File: config.mk
export PLATFORM = sky130hd
export DESIGN_NAME = point_to_voxel_coordinate
export DESIGN_NICKNAME = d
export VERILOG_FILES = /design/src/rtl/p2v_pkg.sv /design/src/rtl/p2v_axis_div.sv /design/src/rtl/point_to_voxel_coordinate.sv
export SDC_FILE = /design/constraint.sdc
export NUM_CORES = 2
export LEC_CHECK = 0
export ABC_CLOCK_PERIOD_IN_PS = 19200
export BUFFER_PORTS_ARGS = -buffer_cell sky130_fd_sc_hd__buf_4
export CORE_AREA = 2 2 402 404
export DETAILED_ROUTE_END_ITERATION = 10
export DIE_AREA = 0 0 404 406
export PLACE_DENSITY = 0.78
export SYNTH_ARGS = -nofsm -noshare
export SYNTH_HDL_FRONTEND = slang
export SYNTH_SLANG_ARGS = --single-unit
File: constraint.sdc
create_clock -name clk -period 19.2 [get_ports clk]
set_input_delay 3.84 -clock clk [delete_from_list [all_inputs] [get_ports clk]]
set_output_delay 3.84 -clock clk [all_outputs]
set_load 0.01 [all_outputs]
File: src/rtl/p2v_pkg.sv
// Package: shared constants and register map for the point-to-voxel block.
package p2v_pkg;

  localparam int COORD_BITS_DEF = 24;
  localparam int GRID_BITS_DEF  = 11;
  localparam int FRAC_BITS      = 10;
  localparam int CFG_IDX_W      = 3;

  // Voxel edge length of 1.0 in the fixed-point scale.
  localparam int STEP_RESET = 1 << FRAC_BITS;

  typedef enum logic [CFG_IDX_W-1:0] {
    REG_ORIGIN_X  = 3'd0,
    REG_ORIGIN_Y  = 3'd1,
    REG_ORIGIN_Z  = 3'd2,
    REG_STEP_X    = 3'd3,
    REG_STEP_Y    = 3'd4,
    REG_STEP_Z    = 3'd5,
    REG_GRID_DIMS = 3'd6
  } cfg_reg_t;

endpackage

File: src/rtl/p2v_axis_div.sv
// One axis: origin subtract, range check and pipelined restoring divide.
module p2v_axis_div import p2v_pkg::*; #(
  parameter int COORD_BITS = COORD_BITS_DEF,
  parameter int GRID_BITS  = GRID_BITS_DEF
) (
  input  logic                  clk,
  input  logic [GRID_BITS+1:0]  adv,
  input  logic [COORD_BITS-1:0] pt,
  input  logic [COORD_BITS-1:0] org,
  input  logic [COORD_BITS-2:0] step,
  output logic [GRID_BITS-1:0]  q,
  output logic                  ok
);

  localparam int DSTG = GRID_BITS + 2;
  localparam int W    = COORD_BITS + GRID_BITS;

  logic [W-1:0]         rem_r [DSTG-1];
  logic [GRID_BITS-1:0] q_r   [DSTG];
  logic                 ok_r  [DSTG];
  logic [COORD_BITS:0]  diff;

  // Sign-extended difference; the top bit flags a point below the origin.
  assign diff = {pt[COORD_BITS-1], pt} - {org[COORD_BITS-1], org};

  always_ff @(posedge clk) begin
    if (adv[0]) begin
      rem_r[0] <= W'(diff[COORD_BITS-1:0]);
      ok_r[0]  <= !diff[COORD_BITS] && (step != '0);
      q_r[0]   <= '0;
    end
  end

  // Quotient at or above 2^GRID_BITS is outside every grid size.
  always_ff @(posedge clk) begin
    if (adv[1]) begin
      rem_r[1] <= rem_r[0];
      ok_r[1]  <= ok_r[0] && (rem_r[0] < (W'(step) << GRID_BITS));
      q_r[1]   <= q_r[0];
    end
  end

  for (genvar s = 2; s < DSTG; s++) begin : g_div
    localparam int K = DSTG - 1 - s;
    logic [W-1:0]         dvs;
    logic                 ge;
    logic [GRID_BITS-1:0] q_nxt;

    always_comb begin
      dvs      = W'(step) << K;
      ge       = rem_r[s-1] >= dvs;
      q_nxt    = q_r[s-1];
      q_nxt[K] = ge;
    end

    always_ff @(posedge clk) begin
      if (adv[s]) begin
        q_r[s]  <= q_nxt;
        ok_r[s] <= ok_r[s-1];
      end
    end

    if (s < DSTG - 1) begin : g_rem
      always_ff @(posedge clk) begin
        if (adv[s]) begin
          rem_r[s] <= ge ? rem_r[s-1] - dvs : rem_r[s-1];
        end
      end
    end else begin : g_tail
      // Final remainder is not needed.
    end
  end

  assign q  = q_r[DSTG-1];
  assign ok = ok_r[DSTG-1];

endmodule

File: src/rtl/point_to_voxel_coordinate.sv
// Top level: point to voxel grid coordinate, fully pipelined, one point per cycle unless stalled.
//
//   channel | signals                                    | transaction
//   --------+--------------------------------------------+----------------------------
//   in      | in_valid/in_ready, point_x/y/z, last_point | one point
//   out     | out_valid/out_ready, voxel_z/y/x,          | one voxel coordinate
//           | inside_res, last_out                       |
//   cfg     | cfg_valid/cfg_ready, cfg_index, cfg_data   | one register write
//
// Pipeline: one point per cycle sustained while out_ready is high; stages are
//   the input subtract stage, overflow check, one stage per quotient bit of
//   the restoring divider, then the grid-size compare in the output register.
// Reset: rst_n synchronous, active low; clears valid bits and the config
//   registers (origins 0, steps 1.0, grid dims 0).
// Stalls: each stage has its own valid bit and holds while the stage after
//   it is full and stalled; bubbles collapse, so the input keeps taking
//   points until every stage is full.
module point_to_voxel_coordinate import p2v_pkg::*; #(
  parameter int COORD_BITS = COORD_BITS_DEF,
  parameter int GRID_BITS  = GRID_BITS_DEF
) (
  input  logic                         clk,
  input  logic                         rst_n,

  input  logic                         in_valid,
  output logic                         in_ready,
  input  logic signed [COORD_BITS-1:0] in_point_x,
  input  logic signed [COORD_BITS-1:0] in_point_y,
  input  logic signed [COORD_BITS-1:0] in_point_z,
  input  logic                         in_last_point,

  output logic                         out_valid,
  input  logic                         out_ready,
  output logic signed [GRID_BITS:0]    out_voxel_z,
  output logic signed [GRID_BITS:0]    out_voxel_y,
  output logic signed [GRID_BITS:0]    out_voxel_x,
  output logic                         out_inside_res,
  output logic                         out_last_out,

  input  logic                         cfg_valid,
  output logic                         cfg_ready,
  input  logic [CFG_IDX_W-1:0]         cfg_index,
  input  logic [(COORD_BITS > 3*GRID_BITS ? COORD_BITS : 3*GRID_BITS)-1:0] cfg_data
);

  localparam int DSTG = GRID_BITS + 2;  // stages inside each axis divider
  localparam int NSTG = DSTG + 1;       // plus the output register

  // ---------------------------------------------------------------- config
  logic [COORD_BITS-1:0]  origin_x_r, origin_y_r, origin_z_r;
  logic [COORD_BITS-2:0]  step_x_r, step_y_r, step_z_r;
  logic [3*GRID_BITS-1:0] grid_dims_r;

  assign cfg_ready = 1'b1;

  always_ff @(posedge clk) begin
    if (!rst_n) begin
      origin_x_r  <= '0;
      origin_y_r  <= '0;
      origin_z_r  <= '0;
      step_x_r    <= (COORD_BITS-1)'(STEP_RESET);
      step_y_r    <= (COORD_BITS-1)'(STEP_RESET);
      step_z_r    <= (COORD_BITS-1)'(STEP_RESET);
      grid_dims_r <= '0;
    end else if (cfg_valid && cfg_ready) begin
      case (cfg_index)
        REG_ORIGIN_X:  origin_x_r  <= cfg_data[COORD_BITS-1:0];
        REG_ORIGIN_Y:  origin_y_r  <= cfg_data[COORD_BITS-1:0];
        REG_ORIGIN_Z:  origin_z_r  <= cfg_data[COORD_BITS-1:0];
        REG_STEP_X:    step_x_r    <= cfg_data[COORD_BITS-2:0];
        REG_STEP_Y:    step_y_r    <= cfg_data[COORD_BITS-2:0];
        REG_STEP_Z:    step_z_r    <= cfg_data[COORD_BITS-2:0];
        REG_GRID_DIMS: grid_dims_r <= cfg_data[3*GRID_BITS-1:0];
        default: ;  // unmapped index: write dropped
      endcase
    end
  end

  // --------------------------------------------------------- pipe control
  // rdy[i]: stage i can take new data this cycle. ld[i]: it does.
  logic [NSTG-1:0] valid_r;
  logic [NSTG:0]   rdy;
  logic [NSTG-1:0] ld;
  logic [NSTG-1:0] last_r;

  assign rdy[NSTG] = out_ready;
  for (genvar i = 0; i < NSTG; i++) begin : g_ctl
    assign rdy[i] = !valid_r[i] || rdy[i+1];
    if (i == 0) begin : g_head
      assign ld[i] = rdy[i] && in_valid;
      always_ff @(posedge clk) begin
        if (!rst_n) begin
          valid_r[i] <= 1'b0;
        end else if (rdy[i]) begin
          valid_r[i] <= in_valid;
        end
      end
      always_ff @(posedge clk) begin
        if (ld[i]) begin
          last_r[i] <= in_last_point;
        end
      end
    end else begin : g_body
      assign ld[i] = rdy[i] && valid_r[i-1];
      always_ff @(posedge clk) begin
        if (!rst_n) begin
          valid_r[i] <= 1'b0;
        end else if (rdy[i]) begin
          valid_r[i] <= valid_r[i-1];
        end
      end
      always_ff @(posedge clk) begin
        if (ld[i]) begin
          last_r[i] <= last_r[i-1];
        end
      end
    end
  end

  assign in_ready = rdy[0];

  // ------------------------------------------------------------ axis units
  logic [GRID_BITS-1:0] qx, qy, qz;
  logic                 okx, oky, okz;

  p2v_axis_div #(.COORD_BITS(COORD_BITS), .GRID_BITS(GRID_BITS)) u_div_x (
    .clk (clk), .adv (ld[DSTG-1:0]), .pt (in_point_x), .org (origin_x_r),
    .step (step_x_r), .q (qx), .ok (okx)
  );
  p2v_axis_div #(.COORD_BITS(COORD_BITS), .GRID_BITS(GRID_BITS)) u_div_y (
    .clk (clk), .adv (ld[DSTG-1:0]), .pt (in_point_y), .org (origin_y_r),
    .step (step_y_r), .q (qy), .ok (oky)
  );
  p2v_axis_div #(.COORD_BITS(COORD_BITS), .GRID_BITS(GRID_BITS)) u_div_z (
    .clk (clk), .adv (ld[DSTG-1:0]), .pt (in_point_z), .org (origin_z_r),
    .step (step_z_r), .q (qz), .ok (okz)
  );

  // ---------------------------------------------------- grid check / output
  logic                 hit_all;
  logic [GRID_BITS:0]   vox_x_r, vox_y_r, vox_z_r;
  logic                 inside_r;

  assign hit_all = okx && (qx < grid_dims_r[GRID_BITS-1:0])
                && oky && (qy < grid_dims_r[2*GRID_BITS-1:GRID_BITS])
                && okz && (qz < grid_dims_r[3*GRID_BITS-1:2*GRID_BITS]);

  // Any axis out of range forces all three indices to -1.
  always_ff @(posedge clk) begin
    if (ld[NSTG-1]) begin
      vox_x_r  <= hit_all ? {1'b0, qx} : '1;
      vox_y_r  <= hit_all ? {1'b0, qy} : '1;
      vox_z_r  <= hit_all ? {1'b0, qz} : '1;
      inside_r <= hit_all;
    end
  end

  assign out_valid      = valid_r[NSTG-1];
  assign out_voxel_x    = vox_x_r;
  assign out_voxel_y    = vox_y_r;
  assign out_voxel_z    = vox_z_r;
  assign out_inside_res = inside_r;
  assign out_last_out   = last_r[NSTG-1];

  // ------------------------------------------------------------ assertions
  a_accept_fills_head: assert property (@(posedge clk) disable iff (!rst_n)
    in_valid && in_ready |=> valid_r[0])
    else $error("accepted point did not enter the first stage");

  a_mid_stall_holds: assert property (@(posedge clk) disable iff (!rst_n)
    valid_r[NSTG-2] && !rdy[NSTG-1] |=> valid_r[NSTG-2])
    else $error("stalled divider stage lost its point");

  a_inside_nonneg: assert property (@(posedge clk) disable iff (!rst_n)
    out_valid && out_inside_res |->
      !out_voxel_x[GRID_BITS] && !out_voxel_y[GRID_BITS] && !out_voxel_z[GRID_BITS])
    else $error("inside result carries a negative index");

  a_outside_all_ones: assert property (@(posedge clk) disable iff (!rst_n)
    out_valid && !out_inside_res |->
      (vox_x_r == '1) && (vox_y_r == '1) && (vox_z_r == '1))
    else $error("outside result is not -1 on every axis");

endmodule

==> impl_results.md <==
- Status: finished clean
- Drt first-iter violations: 8129
- LEAKAGE: ~40 nW
- Layout area overhead: 9.870%
- Total die area: 0.1640 mm²
- Vias: 77722
- Peak supply drop: 0.09821 mV
- Mapped Cells: about 10000
- H-tree Lvls: 4
- Startpoint Class: input pin
- Setup Viol. Count Final: 0
- Initial antenna violation count: 13
- Slew Limit Fails: 0
- Ys Warns: 0
- Fraction of layout cells with a size suffix above 1: 0.08379
- Post-route antenna net violation count: 0
- Starting Density: 0.6360
- Final count of hold timing violations: 0
- Sink Count: 1668
- Clock transition at path regs: 0.06 ns
- Hold Path Class: reg2reg
- Synth async-reset ratio: 0
- Hpwl dp: 204700 µm
- DRC: 0
- Final GP Congestion: roughly 0.96
- Mean post-synth cell area: between 10 and 15 µm²
- Clk root buf: clkbuf_16
- Max-Cap Viols: 0
- Pre-Repair DR Iteration Count: 7
- Num rows: roughly 150
- Multi-input logic area: 0.05095 mm²
- First-pass GRT wire length: around 420000 µm
- # port buffers: 153
- Worst clock skew: 0.03128 ns
- Worst hold slack: a little over 0.4 ns
- Io pins: between 150 and 200
- Post_cts resized: 0
- Vias in the first global route: approximately 75000
- Final wirelength: 277300 µm
- RSZ-0062 raised after global routing: false
- Gr usage total: 0.3329
- FMAX: slightly below 90 MHz
- Crit end category: output port
- Fin Setup TNS: 0 ns
- Nets: 10964
- Largest net degree at the start of global routing: 87
- Syn nets: roughly 11000
- Post-detailed-route wirelength per cell: 22.75 µm
- Top_reg_cell synth: edfxtp_1
- FF+latch count, synth: between 1500 and 2000
- Period utilization: 0.5941
- Yosys cell types: 102
- Sequential cell area fraction in the yosys report: 0.4748
- EDFF count, synth: 1480
- CP arrival: approximately 7.6 ns
- CP Data Required Time: 15.36 ns
- Number of buffers inserted by hold repair at cts: 0
- Fillcell total: 11647
- Remaining Overflow, GRT: 0
- Max_slew headroom: 0.1599
- Die Y-Extent: 406 µm
- Clk_lat worst skew: between 0.8 and 0.9 ns
- TritonCTS clock tree: built
- PwrDens: 74.20 mW/mm²
- Period minus WS final: 11.41 ns
- Average vias per placed instance: around 6.4
- FF+latch area: approximately 0.048 mm²
- Crit Path Class: in2out
- Setup Buffers After CTS: 0
- Synth Cell Area: slightly above 0.1 mm²
- Core area: roughly 0.16 mm²
- Worst-margin pin slew: 1.259 ns
- Deepest clock path buffer count: 3
- Highest net fanout along the worst path: 6
- Die Span X: 404 µm
- CTS Buf Count: ~180
worst paths after layout:
path,cells after the start,endpoint,slack (ns),start
setup / recovery,11,in_ready,7.79,out_ready
hold / removal,0,u_div_x.ok_r[0][7],0.40,u_div_x.ok_r[0][6]
setup reg to reg,15,u_div_z.rem_r[8][28],14.31,step_z_r[1]
hold reg to reg,0,u_div_x.ok_r[0][7],0.40,u_div_x.ok_r[0][6]
stage by stage:
stage / power, mW / worst slack (ns) / instance area [µm²] / utilization / instances
after floorplan: 4.608 / 4.402 / 101500 / - / 9724
after global placement: 4.803 / 7.940 / 105600 / 0.6614 / 11855
after detailed placement: 4.825 / 7.886 / 105600 / 0.6614 / 11855
after CTS: 8.300 / 7.827 / 111500 / 0.6987 / 12183
after global routing: 8.515 / 7.578 / 111500 / 0.6987 / 12186
final: 8.277 / 7.794 / 111600 / 0.6988 / 12189
placed cells by master, fill, tap and decap left out, types with 71 or more instances in the layout:
cell type,count
a21boi_0,209
a21o_1,413
a21oi_1,717
a31oi_1,73
and3_1,80
buf_4,285
clkbuf_16,177
dfxtp_1,188
edfxtp_1,1480
ha_1,870
inv_1,441
mux2_2,132
nand2_1,1042
nand2b_1,135
nand3_1,156
nand4_1,96
nor2_1,592
nor2b_1,123
nor3_1,175
nor4_1,107
o21a_1,107
o21ai_0,637
o21bai_1,71
or3_1,83
xnor2_1,428
xor2_1,318
sequential cells by signal, indices dropped and copies added, names as in the netlist, 33 cells and up:
register,cells
u_div_y.rem_r,398
u_div_y.q_r,66
grid_dims_r,33
u_div_z.q_r,66
u_div_x.q_r,66
u_div_z.rem_r,398
u_div_x.rem_r,398
synth_stat cells (83+ instances only):
| cell | instances | area share |
|---|---|---|
| nor2_1 | 598 | 0.022 |
| ha_1 | 870 | 0.11 |
| nor3_1 | 179 | 0.0088 |
| edfxtp_1 | 1480 | 0.44 |
| inv_1 | 441 | 0.016 |
| nand3_1 | 156 | 0.0077 |
| xnor2_1 | 428 | 0.037 |
| clkbuf_1 | 202 | 0.0075 |
| mux2_2 | 132 | 0.015 |
| a21boi_0 | 213 | 0.016 |
| o21a_1 | 107 | 0.0079 |
| a21oi_1 | 717 | 0.035 |
| o21ai_0 | 637 | 0.031 |
| xor2_1 | 318 | 0.027 |
| nand4_1 | 96 | 0.0059 |
| a21o_1 | 413 | 0.031 |
| or3_1 | 83 | 0.0051 |
| nor2b_1 | 133 | 0.0082 |
| nor4_1 | 107 | 0.0066 |
| nand2_1 | 1042 | 0.039 |
| nand2b_1 | 135 | 0.0083 |
| dfxtp_1 | 188 | 0.037 |
cell families after synthesis:
family | after synthesis | synth area share
AND/OR/NAND/NOR | 2847 | 0.1339
AO/OA/AOI/OAI | 2715 | 0.1702
flip-flops | 1668 | 0.4748
adder cells (fa/ha/maj) | 903 | 0.1137
XOR/XNOR | 746 | 0.06435
buffers and inverters | 688 | 0.02593
multiplexers | 156 | 0.01707
other | 1 | 0.00003693
cell type report:
type | count | area share
multi-input combinational | 7368 | 0.4567
sequential | 1668 | 0.4321
clock buffer | 217 | 0.04195
tap | 2086 | 0.02340
timing repair buffer | 285 | 0.01918
inverter | 448 | 0.01509
clock inverter | 111 | 0.01141
antenna | 6 | 0.0001346
power by group:
part / internal [mW] / switching, mW / total (mW) / leakage (nW)
Clock: 2.02 / 1.48 / 3.51 / 2.91
Combinational: 0.295 / 0.431 / 0.726 / 22.8
Sequential: 4.00 / 0.0401 / 4.04 / 14.6
worst max-delay path: stages:
cell	delay (ns)
buf_4	0.12
nor2b_1	0.69
and3_1	0.46
and3_1	0.30
and3_1	0.36
and3_1	0.30
and2_0	0.55
nand3_1	0.18
nor2_1	0.35
nand2_1	0.18
buf_4	0.21
metal layers:
metal | wire, µm | GRT usage | vias up
li1 | - | - | 36591
met1 | 113300 | 0.4404 | 37204
met2 | 126900 | 0.5386 | 3221
met3 | 24100 | 0.06064 | 704
met4 | 12980 | 0.1455 | 2
met5 | 17 | 0 | -
Power figures use the tool's default switching activity.
